===== config.mk =====
export PLATFORM = sky130hd
export DESIGN_NAME = three_channel_adc_ring_filter_flat
export DESIGN_NICKNAME = d
export VERILOG_FILES = /design/src/rtl/tcarf_pkg.sv /design/src/rtl/tcarf_in_if.sv /design/src/rtl/tcarf_out_if.sv /design/src/rtl/tcarf_cfg_if.sv /design/src/rtl/tcarf_ram.sv /design/src/rtl/three_channel_adc_ring_filter.sv /design/src/flat_wrapper.sv
export VERILOG_INCLUDE_DIRS = /design/src /design/src/rtl
export SDC_FILE = /design/constraint.sdc
export NUM_CORES = 1
export LEC_CHECK = 0
export BUFFER_PORTS_ARGS = -buffer_cell sky130_fd_sc_hd__buf_2
export CAP_MARGIN = 25
export CORE_MARGIN = 2
export CORE_UTILIZATION = 45
export DETAILED_ROUTE_END_ITERATION = 8
export PLACE_DENSITY = 0.69
export SETUP_SLACK_MARGIN = 0.4
export SLEW_MARGIN = 5
export SYNTH_ARGS = -nofsm -noshare
export SYNTH_HDL_FRONTEND = slang
export SYNTH_SLANG_ARGS = --single-unit
export TNS_END_PERCENT = 100

===== constraint.sdc =====
create_clock -name clk -period 8.65 [get_ports clk]
set_input_delay 1.2975 -clock clk [delete_from_list [all_inputs] [get_ports clk]]
set_output_delay 1.2975 -clock clk [all_outputs]
set_load 0.02 [all_outputs]

===== src/rtl/three_channel_adc_ring_filter_defines.svh =====
// Assertion macros of the ring filter RTL.
`ifndef THREE_CHANNEL_ADC_RING_FILTER_DEFINES_SVH
`define THREE_CHANNEL_ADC_RING_FILTER_DEFINES_SVH

`ifndef NO_ASSERTIONS
// Same-cycle implication, sampled on clk and disabled while in reset.
`define TCARF_ASSERT_IMP(lbl, ante, cons) \
  lbl: assert property (@(posedge clk) disable iff (!rst_n) (ante) |-> (cons)) \
    else $error("tcarf assertion failed");
// Next-cycle implication, sampled on clk and disabled while in reset.
`define TCARF_ASSERT_NXT(lbl, ante, cons) \
  lbl: assert property (@(posedge clk) disable iff (!rst_n) (ante) |=> (cons)) \
    else $error("tcarf assertion failed");
`else
`define TCARF_ASSERT_IMP(lbl, ante, cons)
`define TCARF_ASSERT_NXT(lbl, ante, cons)
`endif

`endif


===== src/rtl/tcarf_pkg.sv =====
// Package with the types and constants of the three-channel ring filter.
package tcarf_pkg;

  // Field widths.
  localparam int RAW_W = 10;
  localparam int BAT_W = 11;
  localparam int MOT_W = 10;
  localparam int SRV_W = 10;

  // Configuration port.
  localparam int CFG_IDX_W  = 2;
  localparam int CFG_DATA_W = 10;
  localparam logic [CFG_IDX_W-1:0] CFG_SERVO_CAL   = 2'd0;
  localparam logic [CFG_IDX_W-1:0] CFG_SEEDER_MODE = 2'd1;
  localparam logic [SRV_W-1:0]     SERVO_CAL_RESET = 10'd600;
  localparam logic                 SEEDER_RESET    = 1'b1;

  // Motor offset and the fixed-point form of 0.27 (12 fraction bits).
  localparam logic [MOT_W-1:0] MOTOR_OFFSET = 10'd31;
  localparam logic [10:0]      COMP_MUL     = 11'd1106;
  localparam int               COMP_SHIFT   = 12;
  localparam int               COMP_PROD_W  = MOT_W + 11;

  // Default ring depths and battery preset.
  localparam int DEF_BATTERY_DEPTH  = 8;
  localparam int DEF_MOTOR_DEPTH    = 8;
  localparam int DEF_SERVO_DEPTH    = 8;
  localparam int DEF_BATTERY_PRESET = 512;

  // Sequencer states.
  typedef enum logic [1:0] {
    ST_IDLE,
    ST_CORR,
    ST_WALK,
    ST_HOLD
  } state_t;

endpackage


===== src/rtl/tcarf_in_if.sv =====
// Input channel: one sampling tick with three raw converter samples.
interface tcarf_in_if;
  logic                           valid;
  logic                           ready;
  logic [tcarf_pkg::RAW_W-1:0]    battery_sample;
  logic [tcarf_pkg::RAW_W-1:0]    motor_sample;
  logic [tcarf_pkg::RAW_W-1:0]    servo_sample;

  modport source (output valid, battery_sample, motor_sample, servo_sample, input ready);
  modport sink   (input valid, battery_sample, motor_sample, servo_sample, output ready);
endinterface


===== src/rtl/tcarf_out_if.sv =====
// Result channel: corrected and filtered values of one tick.
interface tcarf_out_if;
  logic                           valid;
  logic                           ready;
  logic [tcarf_pkg::BAT_W-1:0]    battery_corrected;
  logic [tcarf_pkg::MOT_W-1:0]    motor_corrected;
  logic [tcarf_pkg::SRV_W-1:0]    servo_corrected;
  logic [tcarf_pkg::BAT_W-1:0]    battery_filtered;
  logic [tcarf_pkg::MOT_W-1:0]    motor_filtered;
  logic [tcarf_pkg::SRV_W-1:0]    servo_filtered;

  modport source (output valid, battery_corrected, motor_corrected, servo_corrected,
                  battery_filtered, motor_filtered, servo_filtered, input ready);
  modport sink   (input valid, battery_corrected, motor_corrected, servo_corrected,
                  battery_filtered, motor_filtered, servo_filtered, output ready);
endinterface


===== src/rtl/tcarf_cfg_if.sv =====
// Configuration write channel: register index and write data.
interface tcarf_cfg_if;
  logic                                valid;
  logic                                ready;
  logic [tcarf_pkg::CFG_IDX_W-1:0]     index;
  logic [tcarf_pkg::CFG_DATA_W-1:0]    data;

  modport source (output valid, index, data, input ready);
  modport sink   (input valid, index, data, output ready);
endinterface


===== src/rtl/tcarf_ram.sv =====
// Generic single-write, single-read RAM with registered read data.
module tcarf_ram #(
  parameter int WIDTH = 10,
  parameter int DEPTH = 8
) (
  input  logic                                          clk,
  input  logic                                          we,
  input  logic [((DEPTH > 1) ? $clog2(DEPTH) : 1)-1:0]  waddr,
  input  logic [WIDTH-1:0]                              wdata,
  input  logic [((DEPTH > 1) ? $clog2(DEPTH) : 1)-1:0]  raddr,
  output logic [WIDTH-1:0]                              rdata
);
  logic [WIDTH-1:0] mem [DEPTH];

  // Write port and registered read port.
  always_ff @(posedge clk) begin
    if (we) begin
      mem[waddr] <= wdata;
    end
    rdata <= mem[raddr];
  end
endmodule


===== src/rtl/three_channel_adc_ring_filter.sv =====
// Three-channel converter ring filter. Each accepted item carries one tick of battery,
// motor current and servo samples; the block corrects them (motor offset, servo
// inversion and motor-to-battery compensation in seeder mode), writes each into its
// own ring and returns the corrected values with the cascaded halving average of every
// ring. An item is accepted in the idle state; the correction state corrects it and
// writes the rings, and the walk state then walks the rings through their single read
// ports into one shared halving adder per ring. The result is registered at the end of
// the last walk cycle, and the next item can be accepted in the following cycle while
// that result waits in the output register. A walk that ends while the previous result
// has not yet been taken holds until the output register frees up. Ring entries not yet
// written read as their reset value through per-entry valid bits, so no clearing pass
// follows reset.
`include "three_channel_adc_ring_filter_defines.svh"

module three_channel_adc_ring_filter #(
  parameter int BATTERY_DEPTH  = tcarf_pkg::DEF_BATTERY_DEPTH,
  parameter int MOTOR_DEPTH    = tcarf_pkg::DEF_MOTOR_DEPTH,
  parameter int SERVO_DEPTH    = tcarf_pkg::DEF_SERVO_DEPTH,
  parameter int BATTERY_PRESET = tcarf_pkg::DEF_BATTERY_PRESET
) (
  input  logic        clk,
  input  logic        rst_n,
  tcarf_in_if.sink    in_ch,
  tcarf_out_if.source out_ch,
  tcarf_cfg_if.sink   cfg_ch
);
  localparam int BAT_W = tcarf_pkg::BAT_W;
  localparam int MOT_W = tcarf_pkg::MOT_W;
  localparam int SRV_W = tcarf_pkg::SRV_W;
  localparam int RAW_W = tcarf_pkg::RAW_W;

  localparam int MAX_AB    = (BATTERY_DEPTH > MOTOR_DEPTH) ? BATTERY_DEPTH : MOTOR_DEPTH;
  localparam int MAX_DEPTH = (MAX_AB > SERVO_DEPTH) ? MAX_AB : SERVO_DEPTH;
  localparam int CW        = $clog2(MAX_DEPTH + 1);
  localparam int BAT_AW    = (BATTERY_DEPTH > 1) ? $clog2(BATTERY_DEPTH) : 1;
  localparam int MOT_AW    = (MOTOR_DEPTH > 1) ? $clog2(MOTOR_DEPTH) : 1;
  localparam int SRV_AW    = (SERVO_DEPTH > 1) ? $clog2(SERVO_DEPTH) : 1;

  localparam logic [CW-1:0]     CNT_MAX   = CW'(MAX_DEPTH);
  localparam logic [CW-1:0]     BAT_D     = CW'(BATTERY_DEPTH);
  localparam logic [CW-1:0]     MOT_D     = CW'(MOTOR_DEPTH);
  localparam logic [CW-1:0]     SRV_D     = CW'(SERVO_DEPTH);
  localparam logic [BAT_AW-1:0] BAT_LAST  = BAT_AW'(BATTERY_DEPTH - 1);
  localparam logic [MOT_AW-1:0] MOT_LAST  = MOT_AW'(MOTOR_DEPTH - 1);
  localparam logic [SRV_AW-1:0] SRV_LAST  = SRV_AW'(SERVO_DEPTH - 1);
  localparam logic [BAT_W-1:0]  BAT_RESET = BAT_W'(BATTERY_PRESET);

  // Sequencer and control.
  tcarf_pkg::state_t state_r, state_nxt;
  logic [CW-1:0]     cnt_r;
  logic              in_ready, ring_we, walking, walk_done, out_free, load_out;

  // Configuration registers.
  logic [SRV_W-1:0]  servo_cal_r;
  logic              seeder_r;

  // Captured samples and corrected values.
  logic [RAW_W-1:0]  bat_smp_r, mot_smp_r, srv_smp_r;
  logic [BAT_W-1:0]  bat_cor, bat_cor_r;
  logic [MOT_W-1:0]  mot_cor, mot_cor_r;
  logic [SRV_W-1:0]  srv_cor, srv_cor_r;
  logic [tcarf_pkg::COMP_PROD_W-1:0] comp_prod;
  logic [MOT_W-1:0]  last_mot_avg_r;

  // Ring slots, valid bits and read side.
  logic [BAT_AW-1:0]        bat_slot_r, bat_raddr;
  logic [MOT_AW-1:0]        mot_slot_r, mot_raddr;
  logic [SRV_AW-1:0]        srv_slot_r, srv_raddr;
  logic [BATTERY_DEPTH-1:0] bat_vld_r;
  logic [MOTOR_DEPTH-1:0]   mot_vld_r;
  logic [SERVO_DEPTH-1:0]   srv_vld_r;
  logic [BAT_W-1:0]         bat_rdata, bat_rd;
  logic [MOT_W-1:0]         mot_rdata, mot_rd;
  logic [SRV_W-1:0]         srv_rdata, srv_rd;
  logic                     bat_vq_r, mot_vq_r, srv_vq_r;
  logic                     bat_take_r, mot_take_r, srv_take_r, first_r;

  // Halving accumulators.
  logic [BAT_W-1:0]  bat_acc_r, bat_acc_nxt;
  logic [MOT_W-1:0]  mot_acc_r, mot_acc_nxt;
  logic [SRV_W-1:0]  srv_acc_r, srv_acc_nxt;
  logic [BAT_W:0]    bat_sum;
  logic [MOT_W:0]    mot_sum;
  logic [SRV_W:0]    srv_sum;

  // Output register.
  logic              out_valid_r;
  logic [BAT_W-1:0]  out_bat_cor_r, out_bat_flt_r;
  logic [MOT_W-1:0]  out_mot_cor_r, out_mot_flt_r;
  logic [SRV_W-1:0]  out_srv_cor_r, out_srv_flt_r;

  assign walk_done = (cnt_r == CNT_MAX);
  assign out_free  = !out_valid_r || out_ch.ready;

  // Next-state logic.
  always_comb begin
    state_nxt = state_r;
    unique case (state_r)
      tcarf_pkg::ST_IDLE: begin
        if (in_ch.valid) state_nxt = tcarf_pkg::ST_CORR;
      end
      tcarf_pkg::ST_CORR: state_nxt = tcarf_pkg::ST_WALK;
      tcarf_pkg::ST_WALK: begin
        if (walk_done) state_nxt = out_free ? tcarf_pkg::ST_IDLE : tcarf_pkg::ST_HOLD;
      end
      tcarf_pkg::ST_HOLD: begin
        if (out_free) state_nxt = tcarf_pkg::ST_IDLE;
      end
      default: state_nxt = tcarf_pkg::ST_IDLE;
    endcase
  end

  // State-driven control outputs.
  always_comb begin
    in_ready = 1'b0;
    ring_we  = 1'b0;
    walking  = 1'b0;
    load_out = 1'b0;
    unique case (state_r)
      tcarf_pkg::ST_IDLE: in_ready = 1'b1;
      tcarf_pkg::ST_CORR: ring_we  = 1'b1;
      tcarf_pkg::ST_WALK: begin
        walking  = 1'b1;
        load_out = walk_done && out_free;
      end
      tcarf_pkg::ST_HOLD: load_out = out_free;
      default: ;
    endcase
  end

  assign in_ch.ready = in_ready;
  assign cfg_ch.ready = 1'b1;

  // State register and walk counter.
  always_ff @(posedge clk) begin
    if (!rst_n) begin
      state_r <= tcarf_pkg::ST_IDLE;
      cnt_r   <= '0;
    end else begin
      state_r <= state_nxt;
      if (ring_we) begin
        cnt_r <= '0;
      end else if (walking && !walk_done) begin
        cnt_r <= cnt_r + 1'b1;
      end
    end
  end

  // Configuration register writes.
  always_ff @(posedge clk) begin
    if (!rst_n) begin
      servo_cal_r <= tcarf_pkg::SERVO_CAL_RESET;
      seeder_r    <= tcarf_pkg::SEEDER_RESET;
    end else if (cfg_ch.valid) begin
      unique case (cfg_ch.index)
        tcarf_pkg::CFG_SERVO_CAL:   servo_cal_r <= cfg_ch.data[SRV_W-1:0];
        tcarf_pkg::CFG_SEEDER_MODE: seeder_r    <= cfg_ch.data[0];
        default: ;
      endcase
    end
  end

  // Capture the samples of an accepted item.
  always_ff @(posedge clk) begin
    if (in_ch.valid && in_ready) begin
      bat_smp_r <= in_ch.battery_sample;
      mot_smp_r <= in_ch.motor_sample;
      srv_smp_r <= in_ch.servo_sample;
    end
  end

  // Corrections: battery compensation from the previous motor average, motor offset and servo inversion.
  assign comp_prod = tcarf_pkg::COMP_PROD_W'(last_mot_avg_r)
                   * tcarf_pkg::COMP_PROD_W'(tcarf_pkg::COMP_MUL);

  always_comb begin
    bat_cor = BAT_W'(bat_smp_r);
    if (seeder_r) begin
      bat_cor = BAT_W'(bat_smp_r)
              + BAT_W'(comp_prod[tcarf_pkg::COMP_PROD_W-1:tcarf_pkg::COMP_SHIFT]);
    end
    mot_cor = (mot_smp_r > tcarf_pkg::MOTOR_OFFSET) ? (mot_smp_r - tcarf_pkg::MOTOR_OFFSET)
                                                     : '0;
    srv_cor = srv_smp_r;
    if (seeder_r) begin
      srv_cor = (srv_smp_r > servo_cal_r) ? servo_cal_r : (servo_cal_r - srv_smp_r);
    end
  end

  always_ff @(posedge clk) begin
    if (ring_we) begin
      bat_cor_r <= bat_cor;
      mot_cor_r <= mot_cor;
      srv_cor_r <= srv_cor;
    end
  end

  // Write slots and per-entry valid bits.
  always_ff @(posedge clk) begin
    if (!rst_n) begin
      bat_slot_r <= '0;
      mot_slot_r <= '0;
      srv_slot_r <= '0;
      bat_vld_r  <= '0;
      mot_vld_r  <= '0;
      srv_vld_r  <= '0;
    end else if (ring_we) begin
      bat_slot_r <= (bat_slot_r == BAT_LAST) ? '0 : bat_slot_r + 1'b1;
      mot_slot_r <= (mot_slot_r == MOT_LAST) ? '0 : mot_slot_r + 1'b1;
      srv_slot_r <= (srv_slot_r == SRV_LAST) ? '0 : srv_slot_r + 1'b1;
      bat_vld_r[bat_slot_r] <= 1'b1;
      mot_vld_r[mot_slot_r] <= 1'b1;
      srv_vld_r[srv_slot_r] <= 1'b1;
    end
  end

  // Walk addresses, clamped for rings shorter than the walk.
  assign bat_raddr = (cnt_r < BAT_D) ? BAT_AW'(cnt_r) : '0;
  assign mot_raddr = (cnt_r < MOT_D) ? MOT_AW'(cnt_r) : '0;
  assign srv_raddr = (cnt_r < SRV_D) ? SRV_AW'(cnt_r) : '0;

  tcarf_ram #(.WIDTH(BAT_W), .DEPTH(BATTERY_DEPTH)) u_bat_ram (
    .clk(clk), .we(ring_we), .waddr(bat_slot_r), .wdata(bat_cor),
    .raddr(bat_raddr), .rdata(bat_rdata)
  );
  tcarf_ram #(.WIDTH(MOT_W), .DEPTH(MOTOR_DEPTH)) u_mot_ram (
    .clk(clk), .we(ring_we), .waddr(mot_slot_r), .wdata(mot_cor),
    .raddr(mot_raddr), .rdata(mot_rdata)
  );
  tcarf_ram #(.WIDTH(SRV_W), .DEPTH(SERVO_DEPTH)) u_srv_ram (
    .clk(clk), .we(ring_we), .waddr(srv_slot_r), .wdata(srv_cor),
    .raddr(srv_raddr), .rdata(srv_rdata)
  );

  // Read-side flags that travel with the registered read data.
  always_ff @(posedge clk) begin
    if (!rst_n) begin
      bat_take_r <= 1'b0;
      mot_take_r <= 1'b0;
      srv_take_r <= 1'b0;
      first_r    <= 1'b0;
    end else begin
      bat_take_r <= walking && (cnt_r < BAT_D);
      mot_take_r <= walking && (cnt_r < MOT_D);
      srv_take_r <= walking && (cnt_r < SRV_D);
      first_r    <= (cnt_r == '0);
    end
  end

  always_ff @(posedge clk) begin
    bat_vq_r <= bat_vld_r[bat_raddr];
    mot_vq_r <= mot_vld_r[mot_raddr];
    srv_vq_r <= srv_vld_r[srv_raddr];
  end

  // Entries never written read as their reset value.
  assign bat_rd = bat_vq_r ? bat_rdata : BAT_RESET;
  assign mot_rd = mot_vq_r ? mot_rdata : '0;
  assign srv_rd = srv_vq_r ? srv_rdata : '0;

  // Shared halving adder of each ring.
  assign bat_sum = {1'b0, bat_acc_r} + {1'b0, bat_rd};
  assign mot_sum = {1'b0, mot_acc_r} + {1'b0, mot_rd};
  assign srv_sum = {1'b0, srv_acc_r} + {1'b0, srv_rd};

  always_comb begin
    bat_acc_nxt = bat_acc_r;
    mot_acc_nxt = mot_acc_r;
    srv_acc_nxt = srv_acc_r;
    if (bat_take_r) bat_acc_nxt = first_r ? bat_rd : bat_sum[BAT_W:1];
    if (mot_take_r) mot_acc_nxt = first_r ? mot_rd : mot_sum[MOT_W:1];
    if (srv_take_r) srv_acc_nxt = first_r ? srv_rd : srv_sum[SRV_W:1];
  end

  always_ff @(posedge clk) begin
    bat_acc_r <= bat_acc_nxt;
    mot_acc_r <= mot_acc_nxt;
    srv_acc_r <= srv_acc_nxt;
  end

  // Motor average kept for the next tick's compensation.
  always_ff @(posedge clk) begin
    if (!rst_n) begin
      last_mot_avg_r <= '0;
    end else if (walking && walk_done) begin
      last_mot_avg_r <= mot_acc_nxt;
    end
  end

  // Output register; a result parked in the hold state is already in the accumulators.
  always_ff @(posedge clk) begin
    if (!rst_n) begin
      out_valid_r <= 1'b0;
    end else if (load_out) begin
      out_valid_r <= 1'b1;
    end else if (out_ch.ready) begin
      out_valid_r <= 1'b0;
    end
  end

  always_ff @(posedge clk) begin
    if (load_out) begin
      out_bat_cor_r <= bat_cor_r;
      out_mot_cor_r <= mot_cor_r;
      out_srv_cor_r <= srv_cor_r;
      out_bat_flt_r <= bat_acc_nxt;
      out_mot_flt_r <= mot_acc_nxt;
      out_srv_flt_r <= srv_acc_nxt;
    end
  end

  assign out_ch.valid             = out_valid_r;
  assign out_ch.battery_corrected = out_bat_cor_r;
  assign out_ch.motor_corrected   = out_mot_cor_r;
  assign out_ch.servo_corrected   = out_srv_cor_r;
  assign out_ch.battery_filtered  = out_bat_flt_r;
  assign out_ch.motor_filtered    = out_mot_flt_r;
  assign out_ch.servo_filtered    = out_srv_flt_r;

  // An accepted item always starts its correction cycle next.
  `TCARF_ASSERT_NXT(a_accept_to_corr, in_ch.valid && in_ready, state_r == tcarf_pkg::ST_CORR)
  // The walk counter never runs past the deepest ring.
  `TCARF_ASSERT_IMP(a_cnt_bound, 1'b1, cnt_r <= CNT_MAX)
  // Waiting after a walk only happens while the output register is occupied.
  `TCARF_ASSERT_IMP(a_hold_needs_out, state_r == tcarf_pkg::ST_HOLD, out_valid_r)

endmodule


===== src/flat_wrapper.sv =====
// flat-port wrapper written by rule: the top's interface ports become plain ports
module three_channel_adc_ring_filter_flat 
#(
  parameter int BATTERY_DEPTH  = tcarf_pkg::DEF_BATTERY_DEPTH,
  parameter int MOTOR_DEPTH    = tcarf_pkg::DEF_MOTOR_DEPTH,
  parameter int SERVO_DEPTH    = tcarf_pkg::DEF_SERVO_DEPTH,
  parameter int BATTERY_PRESET = tcarf_pkg::DEF_BATTERY_PRESET
)
  (clk, rst_n, in_ch_valid, in_ch_battery_sample, in_ch_motor_sample, in_ch_servo_sample, in_ch_ready, out_ch_valid, out_ch_battery_corrected, out_ch_motor_corrected, out_ch_servo_corrected, out_ch_battery_filtered, out_ch_motor_filtered, out_ch_servo_filtered, out_ch_ready, cfg_ch_valid, cfg_ch_index, cfg_ch_data, cfg_ch_ready);
  tcarf_in_if in_ch_i ();
  tcarf_out_if out_ch_i ();
  tcarf_cfg_if cfg_ch_i ();
  input  logic clk;
  input  logic rst_n;
  input wire logic [$bits(in_ch_i.valid)-1:0] in_ch_valid;
  input wire logic [$bits(in_ch_i.battery_sample)-1:0] in_ch_battery_sample;
  input wire logic [$bits(in_ch_i.motor_sample)-1:0] in_ch_motor_sample;
  input wire logic [$bits(in_ch_i.servo_sample)-1:0] in_ch_servo_sample;
  output wire logic [$bits(in_ch_i.ready)-1:0] in_ch_ready;
  output wire logic [$bits(out_ch_i.valid)-1:0] out_ch_valid;
  output wire logic [$bits(out_ch_i.battery_corrected)-1:0] out_ch_battery_corrected;
  output wire logic [$bits(out_ch_i.motor_corrected)-1:0] out_ch_motor_corrected;
  output wire logic [$bits(out_ch_i.servo_corrected)-1:0] out_ch_servo_corrected;
  output wire logic [$bits(out_ch_i.battery_filtered)-1:0] out_ch_battery_filtered;
  output wire logic [$bits(out_ch_i.motor_filtered)-1:0] out_ch_motor_filtered;
  output wire logic [$bits(out_ch_i.servo_filtered)-1:0] out_ch_servo_filtered;
  input wire logic [$bits(out_ch_i.ready)-1:0] out_ch_ready;
  input wire logic [$bits(cfg_ch_i.valid)-1:0] cfg_ch_valid;
  input wire logic [$bits(cfg_ch_i.index)-1:0] cfg_ch_index;
  input wire logic [$bits(cfg_ch_i.data)-1:0] cfg_ch_data;
  output wire logic [$bits(cfg_ch_i.ready)-1:0] cfg_ch_ready;
  assign in_ch_i.valid = in_ch_valid;
  assign in_ch_i.battery_sample = in_ch_battery_sample;
  assign in_ch_i.motor_sample = in_ch_motor_sample;
  assign in_ch_i.servo_sample = in_ch_servo_sample;
  assign in_ch_ready = in_ch_i.ready;
  assign out_ch_valid = out_ch_i.valid;
  assign out_ch_battery_corrected = out_ch_i.battery_corrected;
  assign out_ch_motor_corrected = out_ch_i.motor_corrected;
  assign out_ch_servo_corrected = out_ch_i.servo_corrected;
  assign out_ch_battery_filtered = out_ch_i.battery_filtered;
  assign out_ch_motor_filtered = out_ch_i.motor_filtered;
  assign out_ch_servo_filtered = out_ch_i.servo_filtered;
  assign out_ch_i.ready = out_ch_ready;
  assign cfg_ch_i.valid = cfg_ch_valid;
  assign cfg_ch_i.index = cfg_ch_index;
  assign cfg_ch_i.data = cfg_ch_data;
  assign cfg_ch_ready = cfg_ch_i.ready;
  three_channel_adc_ring_filter #(.BATTERY_DEPTH(BATTERY_DEPTH), .MOTOR_DEPTH(MOTOR_DEPTH), .SERVO_DEPTH(SERVO_DEPTH), .BATTERY_PRESET(BATTERY_PRESET)) u_core (.clk(clk), .rst_n(rst_n), .in_ch(in_ch_i), .out_ch(out_ch_i), .cfg_ch(cfg_ch_i));
endmodule

# [Yosys cells after proc, flatten, opt, wreduce, memory -nomap -nowiden]
# Memory sizes are Yosys's and may differ from the RTL's. A register that Yosys moved wholly into a read port is not among the register bits.
# Index checks and enable logic that the tools add are counted.
[op_classes] n_addsub=10 multipliers=1 n_mux=42 n_eq_ne=11 bitwise_logic=4 n_lt_le_gt_ge=10 n_reduce_logical=19
[op_table] cell="two-way mux 10 bit" count=9
[op_table] cell="two-way mux 11 bit" count=4
[op_table] cell="OR 8 bit" count=3
[op_table] cell="adder 10 x 10 -> 11 bit" count=2
[op_table] cell="multiplier 10 x 10 -> 20 bit, second input constant" count=1
[op_table] cell="< comparator 3 x 4 -> 1 bit, second input constant" count=4
[op_table] cell="two-way mux 1 bit" count=13
[op_table] cell="adder 11 x 11 -> 12 bit" count=1
[op_table] cell="two-way mux 3 bit" count=4
[op_table] cell="adder 10 x 9 -> 11 bit" count=1
[op_table] cell="greater-than comparator 10 bit" count=1
[op_table] cell="greater-than comparator 10 x 5 -> 1 bit, second input constant" count=1
[op_table] cell="subtractor 10 bit" count=1
[op_table] cell="subtractor 10 x 5 -> 10 bit, second input constant" count=1
[op_table] cell="adder 3 x 1 -> 3 bit, second input constant" count=3
[op_table] cell="binary-select mux 1 bit (select 3 bit)" count=3
[op_table] cell="demux 1 bit (select 3 bit)" count=3
[op_table] cell="equality test 3 bit, second input constant" count=3
[op_table] cell=">= comparator 3 x 1 -> 1 bit, second input constant" count=3
[op_table] cell="logical AND 1 bit" count=8
[op_table] cell="two-way mux 2 bit" count=4
[op_table] cell="case mux 2 bit (4 select lines)" count=1
[op_table] cell="adder 4 x 1 -> 4 bit, second input constant" count=1
[op_table] cell="equality test 2 x 1 -> 1 bit, second input constant" count=2
[op_table] cell="other kinds (15)" count=20
[word_totals] elab_cells=132 inputBits=47 memories=3 mem_bits_rw=248 out_inout_bits=65 reg_bits=220
[mem_list] name="u_core.u_bat_ram.mem" depth=8 word_bits=11 read_ports=1 rd_ports_with_merged_regs=1 wr=1 line_no="tcarf_ram.sv:13" rtl="logic [WIDTH-1:0] mem [DEPTH];"
[mem_list] name="u_core.u_mot_ram.mem" depth=8 word_bits=10 read_ports=1 rd_ports_with_merged_regs=1 wr=1 line_no="tcarf_ram.sv:13"
[mem_list] name="u_core.u_srv_ram.mem" depth=8 word_bits=10 read_ports=1 rd_ports_with_merged_regs=1 wr=1 line_no="tcarf_ram.sv:13"

# [Longest topological paths before layout]
[logic_depth] ltp_word=5 mapped_depth=22

# [Cells and area by module]
# A second synthesis with hierarchy kept.
[hier_totals] cells_unflattened=1521 area_unflattened_um2=21946.0
[modules_own_cells] mod="three_channel_adc_ring_filter" cells_each=1095 instances=1 area_each_um2=11622.4
[modules_own_cells] mod="tcarf_ram at u_core.u_mot_ram ..." cells_each=138 instances=2 area_each_um2=3333.2
[modules_own_cells] mod="tcarf_ram at u_core.u_bat_ram" cells_each=150 instances=1 area_each_um2=3657.3

# [Worst setup path before layout]
# No wires, ideal clock.
[synth_path] path_kind="reg-to-reg" startpoint="register u_core.last_mot_avg_r[5]" endpoint="register u_core.bat_cor_r[8] (data pin)" setup_ns=0.286 stages_incl_launch_ff=19 path_slack_ns=3.904 t_arrival_ns=4.461 path_cell_list="dfxtp_1 > ha_1 > fa_1 > ha_1 > ha_1 > ha_1 > a21o_1 > a21oi_1 > a2bb2oi_1 > and3_1 > nor2_1 > nor2_1 > xnor2_1 > ha_1 > a21boi_1 > o21ai_1 > a211oi_1 > nor3_1 > o31ai_1"
[synth_between] elab_chain_cells=3
[synth_rtl] item="from (decl)" line_no="three_channel_adc_ring_filter.sv:63" rtl="logic [MOT_W-1:0] last_mot_avg_r;"
[synth_rtl] item="from (signal assigned)" line_no="three_channel_adc_ring_filter.sv:286" rtl="last_mot_avg_r <= mot_acc_nxt;"
[synth_rtl] item="multiplier 10 x 10 -> 20 bit" line_no="three_channel_adc_ring_filter.sv:174" rtl="* tcarf_pkg::COMP_PROD_W'(tcarf_pkg::COMP_MUL);"
[synth_rtl] item="adder 10 x 9 -> 11 bit" line_no="three_channel_adc_ring_filter.sv:180" rtl="+ BAT_W'(comp_prod[tcarf_pkg::COMP_PROD_W-1:tcarf_pkg::COMP_SHIFT]);"
[synth_rtl] item="two-way mux 11 bit" line_no="three_channel_adc_ring_filter.sv:178" rtl="if (seeder_r) begin"
[synth_rtl] item="named net u_core.bat_cor[8]" line_no="three_channel_adc_ring_filter.sv:59" rtl="logic [BAT_W-1:0] bat_cor, bat_cor_r;"
[synth_rtl] item="to (signal assigned)" line_no="three_channel_adc_ring_filter.sv:192" rtl="bat_cor_r <= bat_cor;"
[synth_rtl] item="to (decl)" line_no="three_channel_adc_ring_filter.sv:59"
# The timed path passes the listed nets, and every way through them passes these cells.
# A chain may end at the register's enable or synchronous reset.

# [Final worst setup path]
[layout_path] startpoint="register u_core.last_mot_avg_r[4]" endpoint="memory u_core.u_bat_ram.mem[1][8] (netlist bit) (data pin)"
[layout_between] elab_chain_cells=3
[layout_rtl] item="multiplier 10 x 10 -> 20 bit" line_no="three_channel_adc_ring_filter.sv:174"
[layout_rtl] item="adder 10 x 9 -> 11 bit" line_no="three_channel_adc_ring_filter.sv:180"
[layout_rtl] item="two-way mux 11 bit" line_no="three_channel_adc_ring_filter.sv:178"
[layout_rtl] item="named net u_core.bat_cor[8]" line_no="three_channel_adc_ring_filter.sv:59"
[layout_rtl] item="to (decl)" line_no="tcarf_ram.sv:13"
# The timed path passes the listed nets, and every way through them passes these cells.

==> run_results.csv <==
group,metric,value,unit
outcome,outcome,"finished, final reports clean",
cells_and_area,finish.instance_area,24500,sq um
flow_run,cap_violations,0,
timing,fin_setup_tns,0,ns
grt,grt_overflow,0,
placed_design,dp_slack,3.11,ns
setup_path,end_kind,"register",
floorplan,die_x,222,um
timing,whs,0.407,ns
clock_network,htreeDepth,2,
detailed_routing,ant_nets,0,
setup_path,path_cells,"ha_1 -> ha_1 -> fa_1 -> ha_1 -> o21ai_1 -> a221oi_1 -> o21ai_0 -> nand2b_1 -> a21oi_1 -> xnor2_1 -> ha_1 -> inv_1 -> fa_1 -> nor2b_1 -> o21ai_1 -> a21boi_1 -> o21ai_1 -> a211oi_1 -> nor3_1 -> o31ai_1",
yosys,synth_xor_area_frac,0.0168,
detailed_routing,vias,12400,
yosys,synth_flop_cell,"edfxtp_1",
timing,report.final.slew_viol_count,0,
yosys,synth_top_family_by_area,"multiplexers",
timing,fmax,0.175,GHz
cells_and_area,multiInputGateArea,7270,sq um
cells_and_area,drive_above_1_share,0.213,
detailed_routing,post_drt_wl_per_cell,19.8,um
detailed_routing,routed_wl,45100,um
clock_network,clock_path_buffers,3,
yosys,synth_warnings,0,
power_and_ir_drop,cellPowerDensity,230,nW/um^2
grt,grt_pass1_vias,12600,
placed_design,dp_cells,2174,
clock_network,post_cts_resized,0,
power_and_ir_drop,ir_worst_vdd,0.000144,V
cells_and_area,seq_area,13700,sq um
hold_path,hold_path_class,"reg2reg",
placed_design,io_buffers,110,
floorplan,boundaryPins,112,
yosys,syn_nets,1649,
yosys,synthCells,1485,
detailed_routing,drt_pass1_iterations,5,
grt,gr-usage-met3,0.0384,
grt,grt_pass1_wl,70200,um
yosys,synth_compound_area_frac,0.0597,
timing,min_period,5.72,ns
timing,finalClockSkew,0.0191,ns
floorplan,initial_utilization,0.457,
yosys,synth_edf_count,371,
setup_path,crit_path_frequent_cell,"ha_1",
yosys,avgSynthCellArea,14.4,sq um
clock_network,cts_hold_buf,0,
floorplan,core_area,46800,sq um
setup_path,crit_arrival,5.97,ns
grt,met2_usage,0.312,
yosys,synth_top_cell_area_share,0.521,
grt,grt.busiest_layer,"met2",
timing,hold_viol,0,
cells_and_area,diodes,0,
yosys,synthAdderAreaFrac,0.0724,
clock_network,clock_sinks,499,
detailed_routing,drt_iter0_drc,1014,
setup_path,max_stage_delay,0.88,ns
cells_and_area,utilization,0.525,
placed_design,dp_hpwl,30300,um
timing,layout_setup_ws,2.93,ns
setup_path,cp_slowest_cell,"o31ai_1",
placed_design,dpl_cell_area,22800,sq um
timing,setup_viol,0,
clock_network,postCtsSetupBuffers,0,
grt,grt_usage,0.185,
yosys,ys_ff_latch,499,
timing,period_share,0.661,
floorplan,die_h,222,um
timing,tightest_slew,1.09,ns
detailed_routing,drc,0,
clock_network,clk_pin_slew,0.06,ns
timing,rsz0062_at_grt,"no",
grt,grt_max_degree,60,
floorplan,placementRows,79,
cells_and_area,nets,1789,
clock_network,clock_latency,0.60,ns
detailed_routing,vias_per_cell,5.46,
grt,antenna_found_initial,1,
cells_and_area,syn_to_final_growth,14.7,%
clock_network,numCtsBuffers,50,
yosys,ys_top_cells_by_area,"edfxtp_1 (52%), dfxtp_1 (12%), mux4_2 (7.2%)",
clock_network,cts_tree,"done",
floorplan,die_area,49300,sq um
setup_path,cp_max_fo,9,
yosys,synthesis.area,21400,sq um
yosys,synth_top_area_cell,"edfxtp_1",
yosys,synth.most_common_cell,"edfxtp_1",
yosys,synthSimpleGateAreaFrac,0.0846,
power_and_ir_drop,finalPower,5.64,mW
setup_path,worstPathRequired,8.90,ns
setup_path,crit_path_start_kind,"register",
cells_and_area,nFillCells,3808,
placed_design,gp_congestion,0.858,
power_and_ir_drop,p_leak,9.14,nW
yosys,synth_cell_type_count,76,
yosys,synth_commonest_cells,"edfxtp_1 (371), nor2_1 (136), dfxtp_1 (128)",
timing,maxSlewHeadroom,0.268,
setup_path,critPathKind,"reg2reg",
yosys,synth-seq-area-share,0.641,
clock_network,root_buffer,"clkbuf_16",
yosys,async_flop_share,0,
cells_and_area,instances_no_fill,2273,
grt,met1_usage,0.239,
yosys,synthMuxAreaShare,0.102,
logic make-up (layout without fill, tap and decap cells):
group,count (synthesis),after routing
compound gates,189,189
xor+xnor,41,41
fa+ha+maj,117,117
buf+inv,128,309
flops,499,499
mux,127,127
other cells,1,1
simple gates,383,383
worst paths after layout:
path,start,to,slack (ns),cells past startpoint
setup / recovery,u_core.last_mot_avg_r[4],u_core.u_bat_ram.mem[1][8],2.93,20
setup reg to reg,u_core.last_mot_avg_r[4],u_core.u_bat_ram.mem[1][8],2.93,20
hold reg to reg,u_core.srv_cor_r[0],u_core.out_ch.servo_corrected[0],0.41,0
hold / removal,u_core.srv_cor_r[0],u_core.out_ch.servo_corrected[0],0.41,0
metal layers:
metal  wire length [um]  share of wire
met1              19400           0.43
met2              22200           0.49
met3               2460          0.055
met4               1060          0.023
met5                  0              0
sequential cells by signal, summed over array words and instances, names as in the netlist, 11 cells and up:
signal,cells
u_core.u_bat_ram.mem,88
u_core.bat_acc_r,11
u_core.out_ch.battery_corrected,11
u_core.u_srv_ram.mem,80
u_core.u_mot_ram.mem,80
u_core.u_bat_ram.rdata,11
u_core.bat_cor_r,11
u_core.out_ch.battery_filtered,11
cell type report:
cell class / count / area share
clock buffer: 75 / 0.0582
clock inverter: 18 / 0.00985
inverter: 71 / 0.0109
multi-input combinational: 858 / 0.297
sequential: 499 / 0.559
tap: 607 / 0.0310
timing repair buffer: 145 / 0.0346
power breakdown:
part / switching [mW] / total (mW) / internal (mW)
Combinational: 0.368 / 0.617 / 0.249
Sequential: 0.0848 / 2.83 / 2.75
Clock: 0.895 / 2.19 / 1.29
worst max-delay path: cells and delay by family (launching register included):
kind | cells | cell delay (ns)
adders and majority gates | 6 | 1.93
xor gates and xnor gates | 1 | 0.19
AOI/OAI and AO/OA | 9 | 2.43
buffers and inverters | 1 | 0.06
DFF | 1 | 0.46
and+or+nand+nor | 3 | 0.30
layout by cell type (no fill, tap or decap), types with 16 or more instances in the layout:
| cell | n |
|---|---|
| buf_4 | 25 |
| nand2b_1 | 24 |
| nor2_1 | 136 |
| nor3_1 | 30 |
| nand3_1 | 18 |
| ha_1 | 106 |
| clkbuf_16 | 51 |
| xnor2_1 | 24 |
| xor2_1 | 17 |
| clkbuf_1 | 18 |
| buf_2 | 111 |
| nand2_1 | 91 |
| mux2i_1 | 16 |
| and2_1 | 23 |
| a21oi_1 | 65 |
| inv_1 | 69 |
| mux2_2 | 43 |
| dfxtp_1 | 126 |
| edfxtp_1 | 371 |
| mux4_2 | 68 |
Power figures use the tool's default switching activity.
